**config.mk**
```make
export PLATFORM = sky130hd
export DESIGN_NAME = perfect_power_exponent_core
export DESIGN_NICKNAME = d
export VERILOG_FILES = /design/src/hw/rtl/ppe_pkg.sv /design/src/hw/rtl/ppe_mul.sv /design/src/hw/rtl/perfect_power_exponent_core.sv
export SDC_FILE = /design/constraint.sdc
export NUM_CORES = 1
export LEC_CHECK = 0
export BUFFER_PORTS_ARGS = -buffer_cell sky130_fd_sc_hd__buf_4
export CAP_MARGIN = 40
export CORE_MARGIN = 10
export CORE_UTILIZATION = 34
export CTS_CLUSTER_SIZE = 30
export DETAILED_ROUTE_END_ITERATION = 8
export PLACE_DENSITY = 0.58
export SKIP_CTS_REPAIR_TIMING = 1
export SYNTH_ARGS = -nofsm -noshare
export SYNTH_HDL_FRONTEND = slang
export SYNTH_HIERARCHICAL = 1
export SYNTH_SLANG_ARGS = --single-unit
```
**constraint.sdc**
```tcl
create_clock -name clk -period 6.79 [get_ports clk]
set_clock_uncertainty 0.15 [all_clocks]
set_input_delay 0.3395 -clock clk [delete_from_list [all_inputs] [get_ports clk]]
set_output_delay 0.3395 -clock clk [all_outputs]
set_load 0.02 [all_outputs]
```
**src/hw/rtl/ppe_pkg.sv**
```systemverilog
// Package for the perfect power exponent block: default width, field widths,
// sequencer states and the status group of the shared multiply unit.
// No dependencies.
package ppe_pkg;

	localparam int VALUE_WIDTH_DEF = 32;
	localparam int EXP_W           = 5;
	localparam logic [EXP_W-1:0] EXP_MAX = 5'd31;
	localparam logic [EXP_W-1:0] EXP_ONE = 5'd1;
	localparam logic [EXP_W-1:0] EXP_TWO = 5'd2;
	// multiplier digit width: one digit of the root operand per cycle
	localparam int DIG_W = 8;

	typedef enum logic [2:0] {
		S_IDLE,
		S_ADJ,
		S_CAND,
		S_GO,
		S_WAIT,
		S_BIT,
		S_DONE
	} state_t;

	typedef struct packed {
		logic done;
		logic over;
	} mul_sts_t;

endpackage

```
**src/hw/rtl/ppe_mul.sv**
```systemverilog
// Digit-serial saturating multiplier shared by the root search.
// Depends on ppe_pkg (digit width, status struct).
module ppe_mul #(
	parameter int W    = ppe_pkg::VALUE_WIDTH_DEF,
	parameter int NDIG = 2,
	localparam int DW  = ppe_pkg::DIG_W,
	localparam int BW  = DW * NDIG,
	localparam int IW  = (NDIG > 1) ? $clog2(NDIG) : 1
) (
	input  logic               clk,
	input  logic               arst_n,
	input  logic               start,
	input  logic [W-1:0]       a,
	input  logic [BW-1:0]      b,
	input  logic [IW-1:0]      top_idx,
	input  logic [W-1:0]       limit,
	output ppe_pkg::mul_sts_t  sts,
	output logic [W-1:0]       prod
);

	logic          busy_q;
	logic          done_q;
	logic          over_q;
	logic          ov_q;
	logic [IW-1:0] idx_q;
	logic [W-1:0]  acc_q;
	logic [W-1:0]  a_q;
	logic [BW-1:0] b_q;

	logic [DW-1:0]     digit;
	logic [W+DW-1:0]   pp;
	logic [W+DW:0]     sum;
	logic              ov_n;
	logic [W-1:0]      acc_n;

	// Horner step, most significant digit first: acc = acc * 2^DW + a * digit
	always_comb begin
		digit = b_q[idx_q*DW +: DW];
		pp    = (W+DW)'(a_q) * (W+DW)'(digit);
		sum   = (W+DW+1)'({acc_q, {DW{1'b0}}}) + (W+DW+1)'(pp);
		ov_n  = ov_q | (sum[W+DW:W] != '0);
		acc_n = sum[W-1:0];
	end

	always_ff @(posedge clk or negedge arst_n) begin
		if (!arst_n) begin
			busy_q <= 1'b0;
			done_q <= 1'b0;
		end else begin
			done_q <= 1'b0;
			if (start) begin
				busy_q <= 1'b1;
			end else if (busy_q && idx_q == '0) begin
				busy_q <= 1'b0;
				done_q <= 1'b1;
			end
		end
	end

	always_ff @(posedge clk) begin
		if (start) begin
			idx_q <= top_idx;
			acc_q <= '0;
			ov_q  <= 1'b0;
			a_q   <= a;
			b_q   <= b;
		end else if (busy_q) begin
			acc_q <= acc_n;
			ov_q  <= ov_n;
			if (idx_q == '0) begin
				// anything above the limit counts as saturated
				over_q <= ov_n | (acc_n > limit);
			end else begin
				idx_q <= idx_q - 1'b1;
			end
		end
	end

	assign sts  = '{done: done_q, over: over_q};
	assign prod = acc_q;

endmodule

```
**src/hw/rtl/perfect_power_exponent_core.sv**
```systemverilog
// Perfect power exponent core: sequencer, root search registers and result
// register around the shared multiplier. Depends on ppe_pkg and ppe_mul.
//
// Usage: the input channel (in_valid, in_stall, value) takes one signed
// VALUE_WIDTH-bit integer per transaction. The output channel (out_valid,
// out_stall, exponent, out_of_domain) returns one transaction per input:
// the largest p in 2..31 with value equal to an integer base to the p
// (odd p only for negative values), or 1 when none exists.
// Magnitudes below two return exponent 1 with out_of_domain set. Otherwise,
// for each exponent p from 31 down, the root is built bit by bit over
// k = ceil(VALUE_WIDTH/p) bits; each bit sets a candidate and runs up to
// p-1 multiplies on the one shared multiplier, a multiply chain stopping
// as soon as the power exceeds the magnitude.
// in_stall is high from acceptance until the result is handed to the output
// register; one item is in work at a time. The output register lets a new
// item be accepted while a finished result waits under out_stall, and holds
// its payload while stalled.
// Reset clears only the sequencer and the output valid.
module perfect_power_exponent_core #(
	parameter int VALUE_WIDTH = ppe_pkg::VALUE_WIDTH_DEF
) (
	input  logic                           clk,
	input  logic                           arst_n,
	input  logic                           in_valid,
	output logic                           in_stall,
	input  logic signed [VALUE_WIDTH-1:0]  value,
	output logic                           out_valid,
	input  logic                           out_stall,
	output logic [ppe_pkg::EXP_W-1:0]      exponent,
	output logic                           out_of_domain
);

	localparam int W    = VALUE_WIDTH;
	localparam int RW   = (W + 1) / 2;           // widest root, square root case
	localparam int NDIG = (RW + ppe_pkg::DIG_W - 1) / ppe_pkg::DIG_W;
	localparam int BW   = ppe_pkg::DIG_W * NDIG;
	localparam int IW   = (NDIG > 1) ? $clog2(NDIG) : 1;
	localparam int KBW  = $clog2(RW + 1);
	localparam int BTW  = $clog2(RW);
	localparam int PW   = ppe_pkg::EXP_W;
	localparam int KPW  = KBW + PW;

	ppe_pkg::state_t state_q, state_d;

	logic           neg_q;
	logic [W-1:0]   m_q;
	logic [PW-1:0]  p_q;
	logic [PW-1:0]  e_q;
	logic [PW-1:0]  best_q;
	logic           ood_q;
	logic [KBW-1:0] kb_q;
	logic [BTW-1:0] bit_q;
	logic [RW-1:0]  r_q;
	logic [RW-1:0]  c_q;
	logic [W-1:0]   acc_q;
	logic           exact_q;

	logic           out_valid_q;
	logic [PW-1:0]  exponent_q;
	logic           out_of_domain_q;

	logic [W-1:0]       mag;
	logic               mag_small;
	logic               skip_even;
	logic               need_bits;
	logic [KPW-1:0]     kp;
	logic [RW-1:0]      cand;
	logic [KBW:0]       ndig;
	logic               last_mul;
	logic               out_free;
	logic               out_load;
	logic               mul_start;
	ppe_pkg::mul_sts_t  mul_sts;
	logic [W-1:0]       mul_prod;

	// magnitude: the most negative value wraps onto its own unsigned magnitude
	assign mag       = value[W-1] ? (~value + 1'b1) : value;
	assign mag_small = (mag[W-1:1] == '0);

	// even exponents cannot give a negative value
	assign skip_even = neg_q && !p_q[0];
	// root fits in kb bits once kb * p >= W
	assign kp        = KPW'(kb_q) * KPW'(p_q);
	assign need_bits = (kp < KPW'(W));
	assign cand      = r_q | (RW'(1) << bit_q);
	assign ndig      = ((KBW+1)'(kb_q) + (KBW+1)'(ppe_pkg::DIG_W - 1)) >> $clog2(ppe_pkg::DIG_W);
	assign last_mul  = ((e_q + 1'b1) == p_q);
	assign out_free  = !out_valid_q || !out_stall;

	// next state
	always_comb begin
		state_d = state_q;
		case (state_q)
			ppe_pkg::S_IDLE: begin
				if (in_valid) begin
					state_d = mag_small ? ppe_pkg::S_DONE : ppe_pkg::S_ADJ;
				end
			end
			ppe_pkg::S_ADJ: begin
				if (skip_even) begin
					if (p_q == ppe_pkg::EXP_TWO) state_d = ppe_pkg::S_DONE;
				end else if (!need_bits) begin
					state_d = ppe_pkg::S_CAND;
				end
			end
			ppe_pkg::S_CAND: state_d = ppe_pkg::S_GO;
			ppe_pkg::S_GO:   state_d = ppe_pkg::S_WAIT;
			ppe_pkg::S_WAIT: begin
				if (mul_sts.done) begin
					if (mul_sts.over || last_mul) state_d = ppe_pkg::S_BIT;
					else                          state_d = ppe_pkg::S_GO;
				end
			end
			ppe_pkg::S_BIT: begin
				if (bit_q == '0) begin
					if (exact_q || p_q == ppe_pkg::EXP_TWO) state_d = ppe_pkg::S_DONE;
					else                                    state_d = ppe_pkg::S_ADJ;
				end else begin
					state_d = ppe_pkg::S_CAND;
				end
			end
			ppe_pkg::S_DONE: begin
				if (out_free) state_d = ppe_pkg::S_IDLE;
			end
			default: state_d = ppe_pkg::S_IDLE;
		endcase
	end

	// sequencer outputs
	always_comb begin
		in_stall  = (state_q != ppe_pkg::S_IDLE);
		mul_start = (state_q == ppe_pkg::S_GO);
		out_load  = (state_q == ppe_pkg::S_DONE) && out_free;
	end

	always_ff @(posedge clk or negedge arst_n) begin
		if (!arst_n) begin
			state_q <= ppe_pkg::S_IDLE;
		end else begin
			state_q <= state_d;
		end
	end

	// search registers
	always_ff @(posedge clk) begin
		case (state_q)
			ppe_pkg::S_IDLE: begin
				if (in_valid) begin
					neg_q  <= value[W-1];
					m_q    <= mag;
					p_q    <= ppe_pkg::EXP_MAX;
					kb_q   <= KBW'(1);
					best_q <= ppe_pkg::EXP_ONE;
					ood_q  <= mag_small;
				end
			end
			ppe_pkg::S_ADJ: begin
				if (skip_even) begin
					p_q <= p_q - 1'b1;
				end else if (need_bits) begin
					kb_q <= kb_q + 1'b1;
				end else begin
					r_q     <= '0;
					bit_q   <= BTW'(kb_q - 1'b1);
					exact_q <= 1'b0;
				end
			end
			ppe_pkg::S_CAND: begin
				// start the power chain at c to the first
				c_q   <= cand;
				acc_q <= W'(cand);
				e_q   <= ppe_pkg::EXP_ONE;
			end
			ppe_pkg::S_WAIT: begin
				if (mul_sts.done && !mul_sts.over) begin
					acc_q <= mul_prod;
					e_q   <= e_q + 1'b1;
					if (last_mul) begin
						// keep the bit: c to the p is at most the magnitude
						r_q     <= c_q;
						exact_q <= (mul_prod == m_q);
					end
				end
			end
			ppe_pkg::S_BIT: begin
				if (bit_q == '0) begin
					if (exact_q) best_q <= p_q;
					else if (p_q != ppe_pkg::EXP_TWO) p_q <= p_q - 1'b1;
				end else begin
					bit_q <= bit_q - 1'b1;
				end
			end
			default: ;
		endcase
	end

	ppe_mul #(
		.W    (W),
		.NDIG (NDIG)
	) u_mul (
		.clk     (clk),
		.arst_n  (arst_n),
		.start   (mul_start),
		.a       (acc_q),
		.b       (BW'(c_q)),
		.top_idx (IW'(ndig - 1'b1)),
		.limit   (m_q),
		.sts     (mul_sts),
		.prod    (mul_prod)
	);

	// output register: hold under stall, accept a new result once free
	always_ff @(posedge clk or negedge arst_n) begin
		if (!arst_n) begin
			out_valid_q <= 1'b0;
		end else if (out_load) begin
			out_valid_q <= 1'b1;
		end else if (!out_stall) begin
			out_valid_q <= 1'b0;
		end
	end

	always_ff @(posedge clk) begin
		if (out_load) begin
			exponent_q      <= best_q;
			out_of_domain_q <= ood_q;
		end
	end

	assign out_valid     = out_valid_q;
	assign exponent      = exponent_q;
	assign out_of_domain = out_of_domain_q;

`ifndef SYNTHESIS
	a_ood_exp_one: assert property (@(posedge clk) disable iff (!arst_n)
		out_valid && out_of_domain |-> exponent == ppe_pkg::EXP_ONE)
		else $error("out_of_domain result with exponent other than one");

	a_exp_nonzero: assert property (@(posedge clk) disable iff (!arst_n)
		out_valid |-> exponent != '0)
		else $error("result exponent is zero");

	a_keep_le_mag: assert property (@(posedge clk) disable iff (!arst_n)
		state_q == ppe_pkg::S_WAIT && mul_sts.done && !mul_sts.over |-> mul_prod <= m_q)
		else $error("multiplier passed a power above the magnitude");

	a_neg_odd: assert property (@(posedge clk) disable iff (!arst_n)
		state_q == ppe_pkg::S_DONE && neg_q && !ood_q |-> best_q[0])
		else $error("even exponent found for a negative value");
`endif

endmodule

```
== Word level (Yosys, flattened, before mapping) ==
Cells that the tools add are included.

* Reductions and logical operators: 33
* Muxes and demuxes: 52
* $mul: 2
* Shift-type cells: 2
* Equal/unequal tests: 27
* Bitwise logic cells: 6
* $lt $le $gt $ge: 2
* $add $sub $neg: 10

{| class="wikitable"
|+ Operators by type and width
! kind !! number
|-
| two-way mux 16 bit || 4
|-
| two-way mux 32 bit || 2
|-
| case mux 32 bit (2 select lines) || 1
|-
| two-way mux 5 bit || 11
|-
| adder 40 x 40 -> 41 bit || 1
|-
| multiplier 32 x 8 -> 40 bit || 1
|-
| adder 32 x 1 -> 32 bit, second input constant || 1
|-
| == test 32 bit || 1
|-
| greater-than comparator 32 bit || 1
|-
| NOT 32 bit || 1
|-
| case mux 16 bit (2 select lines) || 1
|-
| zero test 31 bit || 1
|-
| two-way mux 3 bit || 10
|-
| case mux 5 bit (2 select lines) || 3
|-
| inequality test 2 bit, second input constant || 13
|-
| case mux 3 bit (7 select lines) || 1
|-
| bitwise OR 16 bit || 1
|-
| variable part select 16 x 5 -> 8 bit || 1
|-
| << shifter 1 x 4 -> 16 bit, first input constant || 1
|-
| case mux 5 bit (3 select lines) || 1
|-
| nonzero test 2 bit || 7
|-
| two-way mux 1 bit || 13
|-
| two-way mux 4 bit || 3
|-
| AND reduction 4 bit || 3
|-
| other kinds (30) || 51
|}

* Word-level logic and storage cells: 158
* Bits in registers: 218

== Depth between registers and ports, before layout ==
Gate-level depths: netlist of run 1.

* Depth after elaboration: 7
* Gate-level depth with buffers: 29

== Hierarchy ==
The synthesis of run 1 kept the hierarchy.

{| class="wikitable"
|+ By module, submodules not included
! module !! sequential area each (um^2) !! area an instance (um^2) !! cells each !! times used
|-
| ppe_mul || 2212.1 || 12729.7 || 1359 || 1
|-
| perfect_power_exponent_core || 3973.8 || 7713.6 || 682 || 1
|}

== Least setup slack after synthesis of run 1 ==
OpenSTA, ideal clock, no wires.

* Path kind: flip-flop to flip-flop
* Start point: register u_mul.idx_q
* End point: register u_mul.over_q (data pin)
* Path slack: -250 ps
* Path buffers: 2
* Arrival time: 6615 ps
* Clock period less this slack: 7040 ps
* Cell stages (with the launch flop): 26
* Path through: edfxtp_1 -> clkbuf_1 -> mux2_2 -> clkbuf_1 -> and2_1 -> fa_1 -> fa_1 -> fa_1 -> inv_1 -> fa_1 -> inv_1 -> ha_1 -> a21o_1 -> a311o_1 -> a21oi_1 -> o21bai_1 -> a21oi_1 -> xnor2_1 -> ha_1 -> nand4_1 -> or2_2 -> nor4_1 -> nand3_1 -> and2_1 -> a221oi_1 -> nand4_1

{| class="wikitable"
|+ RTL lines
! item !! RTL line !! source
|-
| start: declaration || ppe_mul.sv:25 || <nowiki>logic [IW-1:0] idx_q;</nowiki>
|-
| start signal: assignment || ppe_mul.sv:62 || <nowiki>idx_q <= top_idx;</nowiki>
|-
| start signal: assignment || ppe_mul.sv:74 || <nowiki>idx_q <= idx_q - 1'b1;</nowiki>
|-
| variable part select 16 x 5 -> 8 bit || ppe_mul.sv:38 || <nowiki>digit = b_q[idx_q*DW +: DW];</nowiki>
|-
| multiplier 32 x 8 -> 40 bit || ppe_mul.sv:39 || <nowiki>pp = (W+DW)'(a_q) * (W+DW)'(digit);</nowiki>
|-
| adder 40 x 40 -> 41 bit || ppe_mul.sv:40 || <nowiki>sum = (W+DW+1)'({acc_q, {DW{1'b0}}}) + (W+DW+1)'(pp);</nowiki>
|-
| named net u_mul.sum[20] || ppe_mul.sv:32 || <nowiki>logic [W+DW:0] sum;</nowiki>
|-
| greater-than comparator 32 bit || ppe_mul.sv:72 || <nowiki>over_q <= ov_n | (acc_n > limit);</nowiki>
|-
| bitwise OR 1 bit || ppe_mul.sv:72 ||
|-
| end signal: assignment || ppe_mul.sv:72 ||
|-
| end: declaration || ppe_mul.sv:23 || <nowiki>logic over_q;</nowiki>
|}

The timed path passes the listed nets, and every way through them passes these cells.
A chain may end at the register's enable or synchronous reset.

== Worst setup path after layout of run 1 ==
Ends and elaborated chain as after synthesis.

==> qor.json, run 1 <==
{
  "placed_cell_area_um2": 22800,
  "route.antenna.remaining_nets": 0,
  "regToRegSetupSlack_ns": -0.13,
  "worst-endpoint-arrival_ns": 7.04,
  "worstSetupPathType": "flop to flop",
  "run_status": "complete, but fails checks",
  "critPathLaunch": "u_mul/idx_q",
  "async_flop_share": 0.0275,
  "synth_sequential_area_ratio": 0.303,
  "setup_repair_after_global_routing_missed_its_margin": "true",
  "timing.final.crit_share": 1.02,
  "maximum_number_of_pins_on_one_net_before_global_route_repair": 58,
  "detailroute.via_count": 15000,
  "final_hold_vio_count": 5,
  "timing.rr.end": "u_mul/over_q",
  "tightest_slew_ns": 0.778,
  "setup.worst_path.end_class": "flop",
  "initial_standard_cell_utilization_of_the_core": 0.345,
  "detail_route.drc_violations": 0,
  "cp.required_ns": 6.91,
  "min-delay-path-class": "input pin to flop",
  "fp.coreArea_um2": 59200,
  "portBuffers": 43,
  "mostFrequentLayoutCells": "sky130_fd_sc_hd__inv_1 (291), sky130_fd_sc_hd__and2_1 (219), sky130_fd_sc_hd__fa_1 (219), sky130_fd_sc_hd__buf_4 (216), sky130_fd_sc_hd__edfxtp_1 (179)",
  "clkLatencyLatePin_ns": 0.55,
  "clock_path_buffers": 3,
  "count_of_max_cap_constraint_violations": 0,
  "cts.clk_slew.worst_paths_ns": 0.07,
  "regToRegStartpoint": "u_mul/idx_q",
  "ys.warnings.count": 6,
  "final_layout_size_suffix_gt1_frac": 0.160,
  "syn-mean-instance-area_um2": 10.0,
  "grt_pass1_wl_um": 85100,
  "ys_types": 81,
  "failed_checks": "negative hold slack, negative setup slack",
  "critPathCapture": "u_mul/over_q",
  "chipHeight_um": 265,
  "hold_path_depth": 3,
  "antenna_violations_before_repair": 0,
  "ys_dominant_reg_cell": "sky130_fd_sc_hd__edfxtp_1",
  "detail_route.wl_per_cell_um": 17.4,
  "post_synth_instance_area_um2": 20400,
  "number_of_enable_type_register_cells_in_the_synthesized_netlist": 179,
  "place.gp.congestion": 0.929,
  "insertedDiodeCount": 0,
  "detailed_place_hpwl_um": 42100,
  "cp_max_fo": 11,
  "cts_inserted_buffers": 23,
  "mappedNetlistNets": 2414,
  "drt_iter0_markers": 962,
  "clock_tree.root_cell": "sky130_fd_sc_hd__clkbuf_16",
  "synthesis.instances": 2041,
  "leading_cell_type_in_the_layout_fill_and_taps_excluded": "sky130_fd_sc_hd__inv_1",
  "area_grow_syn2layout_pct": 17.0,
  "via_count_of_the_first_global_routing_pass": 15700,
  "tritoncts_clock_tree": "yes",
  "finish.net_count": 2575,
  "report.final.slew_viol_count": 0,
  "finalSetupTns_ns": -0.132,
  "finalInstanceArea_um2": 23900,
  "number_of_cells_traversed_by_the_worst_register_to_register_path": 26,
  "floorplan.rows": 89,
  "setup_ws_ns": -0.132,
  "total_routing_usage_reported_by_global_routing": 0.148,
  "drt_first_pass_iters": 5,
  "htree_num_levels": 1,
  "die_w_um": 265,
  "max_freq_ghz": 0.144,
  "post_layout_nonfiller_instances": 2992,
  "sink_count_of_the_clock_tree": 218,
  "worst_hold_slack_ns": -0.0264,
  "drt_wl_total_um": 52000,
  "period_needed_ns": 6.92,
  "overflow": 0,
  "ios": 44,
  "max-slew-margin-rel": 0.481,
  "worstSetupStartpointType": "flop",
  "synth_seq_cells": 218,
  "place.detailed.instances": 2934,
  "post_drt_via_cell_ratio": 5.00,
  "finalSetupViolations": 1,
  "fillers": 5809,
  "fp.dieArea_um2": 70300
}
[flip-flops by register name, summed over array words and instances (netlist names), 16 cells and up]
| name | cells |
|---|---|
| acc_q | 32 |
| c_q | 16 |
| m_q | 32 |
| r_q | 16 |
| u_mul/a_q | 32 |
| u_mul/b_q | 16 |
| u_mul/prod | 32 |
[synthesized netlist by cell type (all sizes together), types with 11 or more instances]
| cell | instances | area share |
|---|---|---|
| inv | 291 | 0.053 |
| fa | 220 | 0.22 |
| and2 | 219 | 0.067 |
| edfxtp | 179 | 0.26 |
| nand2 | 163 | 0.030 |
| ha | 117 | 0.072 |
| nor2 | 96 | 0.018 |
| clkbuf | 83 | 0.015 |
| xnor2 | 80 | 0.034 |
| a21oi | 66 | 0.017 |
| o21ai | 59 | 0.014 |
| mux2i | 35 | 0.017 |
| dfxtp | 33 | 0.032 |
| nand4 | 32 | 0.0098 |
| a21o | 31 | 0.011 |
| nor3 | 29 | 0.0071 |
| nand3 | 27 | 0.0066 |
| xor2 | 25 | 0.011 |
| mux2 | 24 | 0.013 |
| nor2b | 15 | 0.0046 |
| nor4 | 15 | 0.0046 |
| buf | 14 | 0.0039 |
| a31oi | 12 | 0.0037 |
| nand2b | 12 | 0.0037 |
| and3 | 11 | 0.0035 |
| o31ai | 11 | 0.0056 |
| or3 | 11 | 0.0036 |
[layer usage]
layer,wire length (um),part of all wire,vias to the layer above,track usage
met2,24900,0.48,296,0.252
met1,24200,0.46,7522,0.200
li1,-,-,7087,-
met4,934,0.018,0,0.0335
met3,1970,0.038,50,0.0153
met5,0,0,-,0
[through the flow]
| stage | utilization | setup WS (ns) |
|---|---|---|
| after CTS | 0.397 | -0.554 |
| after detailed placement | 0.384 | -0.500 |
| final | 0.404 | -0.132 |
| after global routing | 0.404 | -0.397 |
| after global placement | 0.384 | -0.463 |
| after floorplan | - | 0.00174 |
[worst min-delay path by stage]
stage / startpoint / endpoint / slack, ns
CTS: arst_n / out_valid / -0.59
detailed placement: arst_n / out_valid / 0.004
global route: value[8] / m_q[8] / 0.0007
global placement: arst_n / out_valid / 0.002
finish: in_valid / state_q[0] / -0.03
floorplan: arst_n / out_valid / -0.11
[final cells by class]
class                           count  area (um^2)  share of cell area
Sequential cell                   218         6190               0.259
Timing Repair Buffer              233         1840              0.0771
Multi-Input combinational cell   1435        13000               0.545
Inverter                          291         1090              0.0457
Tap cell                          773          967              0.0404
Clock inverter                     14          174             0.00727
Clock buffer                       28          604              0.0253
[worst max-delay path: stages, from the launching register on]
cell                       delay, ns
sky130_fd_sc_hd__edfxtp_1       0.34
sky130_fd_sc_hd__buf_6          0.17
sky130_fd_sc_hd__mux2_2         0.39
sky130_fd_sc_hd__buf_4          0.18
sky130_fd_sc_hd__buf_4          0.16
sky130_fd_sc_hd__and2_1         0.17
sky130_fd_sc_hd__fa_1           0.50
sky130_fd_sc_hd__inv_1          0.05
sky130_fd_sc_hd__fa_1           0.53
sky130_fd_sc_hd__inv_1          0.06
sky130_fd_sc_hd__fa_1           0.51
sky130_fd_sc_hd__fa_1           0.53
sky130_fd_sc_hd__ha_1           0.40
sky130_fd_sc_hd__a21oi_2        0.19
sky130_fd_sc_hd__buf_4          0.14
sky130_fd_sc_hd__o221ai_1       0.17
sky130_fd_sc_hd__a21oi_1        0.37
sky130_fd_sc_hd__nor2_1         0.11
sky130_fd_sc_hd__nor2_1         0.19
sky130_fd_sc_hd__xnor2_2        0.13
sky130_fd_sc_hd__ha_1           0.32
sky130_fd_sc_hd__nand4_1        0.10
sky130_fd_sc_hd__nor2_2         0.16
sky130_fd_sc_hd__nand3_2        0.11
sky130_fd_sc_hd__and2_1         0.19
sky130_fd_sc_hd__a221oi_2       0.20
sky130_fd_sc_hd__nand4_1        0.11
[cell families (layout without fill, tap and decap cells)]
family / count (synthesis) / count (layout) / synth area share
adders and majority gates: 337 / 337 / 0.287
buffers and inverters: 388 / 566 / 0.0726
and+or+nand+nor: 665 / 665 / 0.171
AOI/OAI and AO/OA: 269 / 269 / 0.0912
DFF: 218 / 218 / 0.303
xor gates and xnor gates: 105 / 105 / 0.0450
muxes: 59 / 59 / 0.0304
Power of run 1 is not shown: default switching activity piles up to over one toggle a cycle in this logic, so the estimate is an artifact.
==> run 2: changes to the inputs <==
--- a/config.mk
+++ b/config.mk
@@ -7,11 +7,12 @@
 export LEC_CHECK = 0
 export BUFFER_PORTS_ARGS = -buffer_cell sky130_fd_sc_hd__buf_4
 export CAP_MARGIN = 40
-export CORE_MARGIN = 10
+export CORE_MARGIN = 2
 export CORE_UTILIZATION = 34
 export CTS_CLUSTER_SIZE = 30
 export DETAILED_ROUTE_END_ITERATION = 8
 export PLACE_DENSITY = 0.58
+export RECOVER_POWER = 50
 export SKIP_CTS_REPAIR_TIMING = 1
 export SYNTH_ARGS = -nofsm -noshare
 export SYNTH_HDL_FRONTEND = slang
==> run 2 against run 1 <==
  * The run ends with negative hold slack, max-capacitance violations, max-slew violations, negative setup slack left
  * Critical path depth is 1 higher
  * Utilization rose by 0.21 points
  * First-iteration DRC count shrank 6.5%
  * Fmax down 0.98%
  * Cell count is the same
  * Sequential share of layout area shrank 0.13 points
==> qor.json, run 2 (same netlist as run 1, synthesis figures left out) <==
{
  "grt_use_met1": 0.237,
  "clock_path_buffers": 3,
  "antenna_violations_before_repair": 0,
  "worst-endpoint-arrival_ns": 7.12,
  "clkLatencyLatePin_ns": 0.55,
  "tritoncts_clock_tree": "yes",
  "critical-path-top-delay-family": "adder cells",
  "number_of_cells_traversed_by_the_worst_register_to_register_path": 27,
  "worst_hold_slack_ns": -0.0192,
  "setup_repair_after_global_routing_missed_its_margin": "true",
  "critPathCapture": "u_mul/over_q",
  "worst_path_most_repeated_cell": "sky130_fd_sc_hd__a21o_1",
  "via_count_of_the_first_global_routing_pass": 15600,
  "detail_route.drc_violations": 0,
  "setup_ws_ns": -0.201,
  "finalSetupTns_ns": -0.201,
  "failed_checks": "negative hold slack, max-capacitance violations, max-slew violations, negative setup slack",
  "max_freq_ghz": 0.143,
  "htree_num_levels": 1,
  "count_of_max_cap_constraint_violations": 3,
  "cts_inserted_buffers": 24,
  "critPathLaunch": "u_mul/idx_q",
  "fp.dieArea_um2": 62100,
  "min-delay-path-class": "input pin to flop",
  "crit_cells": 27,
  "final_hold_vio_count": 6,
  "finish.net_count": 2575,
  "detail_route.wl_per_cell_um": 17.5,
  "grt_pass1_wl_um": 86000,
  "chipHeight_um": 249,
  "crit_buf_inv": 5,
  "maximum_number_of_pins_on_one_net_before_global_route_repair": 58,
  "leading_cell_type_in_the_layout_fill_and_taps_excluded": "sky130_fd_sc_hd__inv_1",
  "worstSetupStartpointType": "flop",
  "hold_start": "value[24]",
  "sink_count_of_the_clock_tree": 218,
  "regToRegStartpoint": "u_mul/idx_q",
  "clock_tree.root_cell": "sky130_fd_sc_hd__clkbuf_16",
  "report.final.slew_viol_count": 134,
  "cp_max_fo": 17,
  "mostFrequentLayoutCells": "sky130_fd_sc_hd__inv_1 (290), sky130_fd_sc_hd__fa_1 (217), sky130_fd_sc_hd__buf_4 (197), sky130_fd_sc_hd__and2_1 (192), sky130_fd_sc_hd__edfxtp_1 (179)",
  "place.gp.congestion": 0.890,
  "floorplan.rows": 89,
  "globalRouteMet2Util": 0.291,
  "period_needed_ns": 6.99,
  "ios": 44,
  "timing.final.crit_share": 1.03,
  "detailroute.via_count": 15000,
  "cp.required_ns": 6.92,
  "place.detailed.instances": 2925,
  "post_drt_via_cell_ratio": 5.02,
  "maximum_single_stage_delay_on_the_critical_path_ns": 0.50,
  "drt_iter0_markers": 899,
  "worstSetupPathType": "flop to flop",
  "post_layout_nonfiller_instances": 2992,
  "overflow": 0,
  "insertedDiodeCount": 0,
  "fp.coreArea_um2": 59200,
  "die_w_um": 249,
  "area_grow_syn2layout_pct": 17.6,
  "route.antenna.remaining_nets": 0,
  "setup.worst_path.end_class": "flop",
  "drt_first_pass_iters": 5,
  "final_layout_size_suffix_gt1_frac": 0.162,
  "max-slew-margin-rel": -0.532,
  "detailed_place_hpwl_um": 42500,
  "global_route.peak_usage_layer": "met2",
  "total_routing_usage_reported_by_global_routing": 0.171,
  "cts.clk_slew.worst_paths_ns": 0.06,
  "drt_wl_total_um": 52500,
  "critPathSlowestCell": "sky130_fd_sc_hd__fa_1",
  "run_status": "complete, but fails checks",
  "finalSetupViolations": 1,
  "portBuffers": 43,
  "grtUsageMet3": 0.0147,
  "tightest_slew_ns": 2.30,
  "regToRegSetupSlack_ns": -0.20,
  "timing.rr.end": "u_mul/over_q",
  "initial_standard_cell_utilization_of_the_core": 0.345
}
## run 2: cell count changes in the layout (fill, tap and decap cells not counted), sizes merged
cell | previous run | this run
dlygate4sd3 | 10 | 11
clkinv | 8 | 10
clkbuf | 28 | 41
buf | 223 | 208
bufinv | 3 | 2
## run 2: layout make-up
cell class | instances | area [um^2]
Fill cell | 5839 | 35200
Multi-Input combinational cell | 1435 | 13200
Sequential cell | 218 | 6190
Timing Repair Buffer | 232 | 1840
Inverter | 291 | 1090
Tap cell | 773 | 967
Clock buffer | 28 | 626
Clock inverter | 15 | 164
## run 2: per-stage QoR
step                setup slack (ns)  cell area, um^2  hold slack [ns]   util
floorplan                    0.00174            20500           -0.106      -
global placement              -0.441            22700          0.00360  0.383
detailed placement            -0.517            22700          0.00434  0.384
CTS                           -0.573            23500           -0.590  0.397
global route                  -0.463            24000          0.00236  0.406
finish                        -0.201            24000          -0.0192  0.406
## run 2: per-layer routing
metal,vias to the layer above,wire length (um)
li1,7083,-
met4,0,968
met1,7561,24400
met3,53,1900
met2,309,25300
met5,-,0
## run 2: worst min-delay path by stage
stage | end | slack (ns) | depth (start not counted)
2_1_floorplan | out_valid | -0.11 | 0
3_3_place_gp | out_valid | 0.004 | 1
3_5_place_dp | out_valid | 0.004 | 1
4_1_cts | u_mul/done_q | -0.59 | 1
5_1_grt | m_q[3] | 0.002 | 2
6_report | m_q[24] | -0.02 | 2
Power of run 2 is left out for the same reason.
==> run 3: changes to the inputs <==
--- a/config.mk
+++ b/config.mk
@@ -11,7 +11,7 @@
 export CORE_UTILIZATION = 34
 export CTS_CLUSTER_SIZE = 30
 export DETAILED_ROUTE_END_ITERATION = 8
-export PLACE_DENSITY = 0.58
+export PLACE_DENSITY = 0.57
 export RECOVER_POWER = 50
 export SKIP_CTS_REPAIR_TIMING = 1
 export SYNTH_ARGS = -nofsm -noshare
==> constraint.sdc (replaced) <==
create_clock -name clk -period 8.55 [get_ports clk]
set_clock_uncertainty 0.15 [all_clocks]
set_input_delay 0.4275 -clock clk [delete_from_list [all_inputs] [get_ports clk]]
set_output_delay 0.4275 -clock clk [all_outputs]
set_load 0.02 [all_outputs]
==> run 3 against run 2 <==
  * The flow finishes with violations (max-capacitance violations, max-slew violations)
  * Non-clock buffer count down 178
  * Via count shrank 4.4%
  * Global-route usage down 0.18 points
  * Register-to-register slack gained 0.93 ns
  * Design area decreased by 7.5%
  * Flip-flop and latch count did not move
  * Worst setup slack better by 0.93 ns
  * First-iteration DRC count up 6.2%
  * Count of clock-buffer cells in the layout is 5 higher
  * Cell count shrank 5.9%
  * Critical path depth decreased by 4
  * Critical endpoint unchanged
==> qor.json, run 3 (same netlist as run 1, synthesis figures left out) <==
{
  "report.final.slew_viol_count": 134,
  "tightest_slew_ns": 2.32,
  "via_count_of_the_first_global_routing_pass": 14800,
  "cp_max_fo": 32,
  "clock_tree.root_cell": "sky130_fd_sc_hd__clkbuf_16",
  "run_status": "complete, but fails checks",
  "maximum_number_of_pins_on_one_net_before_global_route_repair": 65,
  "floorplan.rows": 89,
  "count_of_max_cap_constraint_violations": 3,
  "drt_iter0_markers": 955,
  "finalSetupViolations": 0,
  "drt_wl_total_um": 51500,
  "failed_checks": "max-capacitance violations, max-slew violations",
  "tritoncts_clock_tree": "yes",
  "sink_count_of_the_clock_tree": 218,
  "initial_standard_cell_utilization_of_the_core": 0.345,
  "worst_hold_slack_ns": 0.00445,
  "worstSetupPathType": "flop to flop",
  "clkLatencyLatePin_ns": 0.55,
  "finish.net_count": 2397,
  "setup.worst_path.end_class": "flop",
  "final_hold_vio_count": 0,
  "chipHeight_um": 249,
  "min-delay-path-class": "input pin to flop",
  "area_grow_syn2layout_pct": 8.71,
  "drt_first_pass_iters": 5,
  "finalSetupTns_ns": 0,
  "mostFrequentLayoutCells": "sky130_fd_sc_hd__inv_1 (291), sky130_fd_sc_hd__fa_1 (220), sky130_fd_sc_hd__and2_1 (196), sky130_fd_sc_hd__edfxtp_1 (179), sky130_fd_sc_hd__nand2_1 (163)",
  "htree_num_levels": 1,
  "detailroute.via_count": 14400,
  "leading_cell_type_in_the_layout_fill_and_taps_excluded": "sky130_fd_sc_hd__inv_1",
  "setup_repair_after_global_routing_missed_its_margin": "false",
  "detail_route.drc_violations": 0,
  "place.gp.congestion": 0.892,
  "clock_path_buffers": 3,
  "post_drt_via_cell_ratio": 5.10,
  "worst-endpoint-arrival_ns": 7.94,
  "max-slew-margin-rel": -0.548,
  "fp.coreArea_um2": 59200,
  "timing.final.crit_share": 0.915,
  "cp.required_ns": 8.67,
  "grt_pass1_wl_um": 84100,
  "final_layout_size_suffix_gt1_frac": 0.0642,
  "detail_route.wl_per_cell_um": 18.3,
  "worstSetupStartpointType": "flop",
  "antenna_violations_before_repair": 1,
  "period_needed_ns": 7.82,
  "max_freq_ghz": 0.128,
  "portBuffers": 43,
  "total_routing_usage_reported_by_global_routing": 0.169,
  "detailed_place_hpwl_um": 40300,
  "die_w_um": 249,
  "overflow": 0,
  "fp.dieArea_um2": 62100,
  "route.antenna.remaining_nets": 0,
  "cts_inserted_buffers": 24,
  "ios": 44,
  "cts.clk_slew.worst_paths_ns": 0.06
}
==> run 3: worst paths after layout <==
path / slack [ns] / startpoint / to / cells after the start
hold reg to reg: 0.25 / acc_q[10] / u_mul/a_q[10] / 0
hold / removal: 0.004 / out_stall / out_valid / 3
setup / recovery: 0.73 / u_mul/idx_q / u_mul/over_q / 23
setup reg to reg: 0.73 / u_mul/idx_q / u_mul/over_q / 23
min in group asynchronous: 0.15 / arst_n / out_valid / 2
max in group asynchronous: 7.80 / arst_n / u_mul/busy_q / 2
==> run 3: worst max-delay path, stage by stage (launching register included) <==
cell and delay (ns):
sky130_fd_sc_hd__edfxtp_1 0.59, sky130_fd_sc_hd__mux2_2 0.65, sky130_fd_sc_hd__and2_1 0.30, sky130_fd_sc_hd__fa_1 0.52
sky130_fd_sc_hd__fa_1 0.54, sky130_fd_sc_hd__fa_1 0.56, sky130_fd_sc_hd__inv_1 0.07, sky130_fd_sc_hd__fa_1 0.54
sky130_fd_sc_hd__inv_1 0.04, sky130_fd_sc_hd__ha_1 0.38, sky130_fd_sc_hd__a21oi_1 0.14, sky130_fd_sc_hd__a21oi_1 0.23
sky130_fd_sc_hd__a21boi_0 0.31, sky130_fd_sc_hd__o21a_1 0.21, sky130_fd_sc_hd__a41oi_1 0.15, sky130_fd_sc_hd__xnor2_1 0.21
sky130_fd_sc_hd__ha_1 0.33, sky130_fd_sc_hd__nand4_1 0.12, sky130_fd_sc_hd__or2_2 0.33, sky130_fd_sc_hd__nor4_1 0.39
sky130_fd_sc_hd__nand3_1 0.21, sky130_fd_sc_hd__and2_1 0.21, sky130_fd_sc_hd__a221oi_1 0.24, sky130_fd_sc_hd__nand4_1 0.12
==> run 3: layout make-up <==
class / count / area [um^2]
flip-flops and latches: 218 / 6190
clock inverters: 11 / 185
multi-input cells: 1435 / 12800
repair buffers: 54 / 370
well taps: 773 / 967
diodes: 1 / 2.50
inverters: 291 / 1090
clock buffers: 33 / 634
fillers: 5901 / 37000
==> run 3: through the flow <==
step	setup slack [ns]	cell area (um^2)	instances	utilization
finish	0.725	22200	2816	0.375
CTS	0.790	22300	2813	0.376
global placement	0.941	21400	2767	0.362
global route	0.325	22200	2815	0.375
detailed placement	0.857	21400	2769	0.362
floorplan	1.51	20400	2041	-
==> run 3: per-layer routing <==
metal / routed length, um / global-route usage / vias to the layer above
met5: 0 / 0 / -
met4: 1140 / 0.0422 / 0
met3: 2330 / 0.0178 / 61
met2: 23600 / 0.270 / 343
met1: 24500 / 0.245 / 7201
li1: - / - / 6745
Power of run 3 is left out for the same reason.
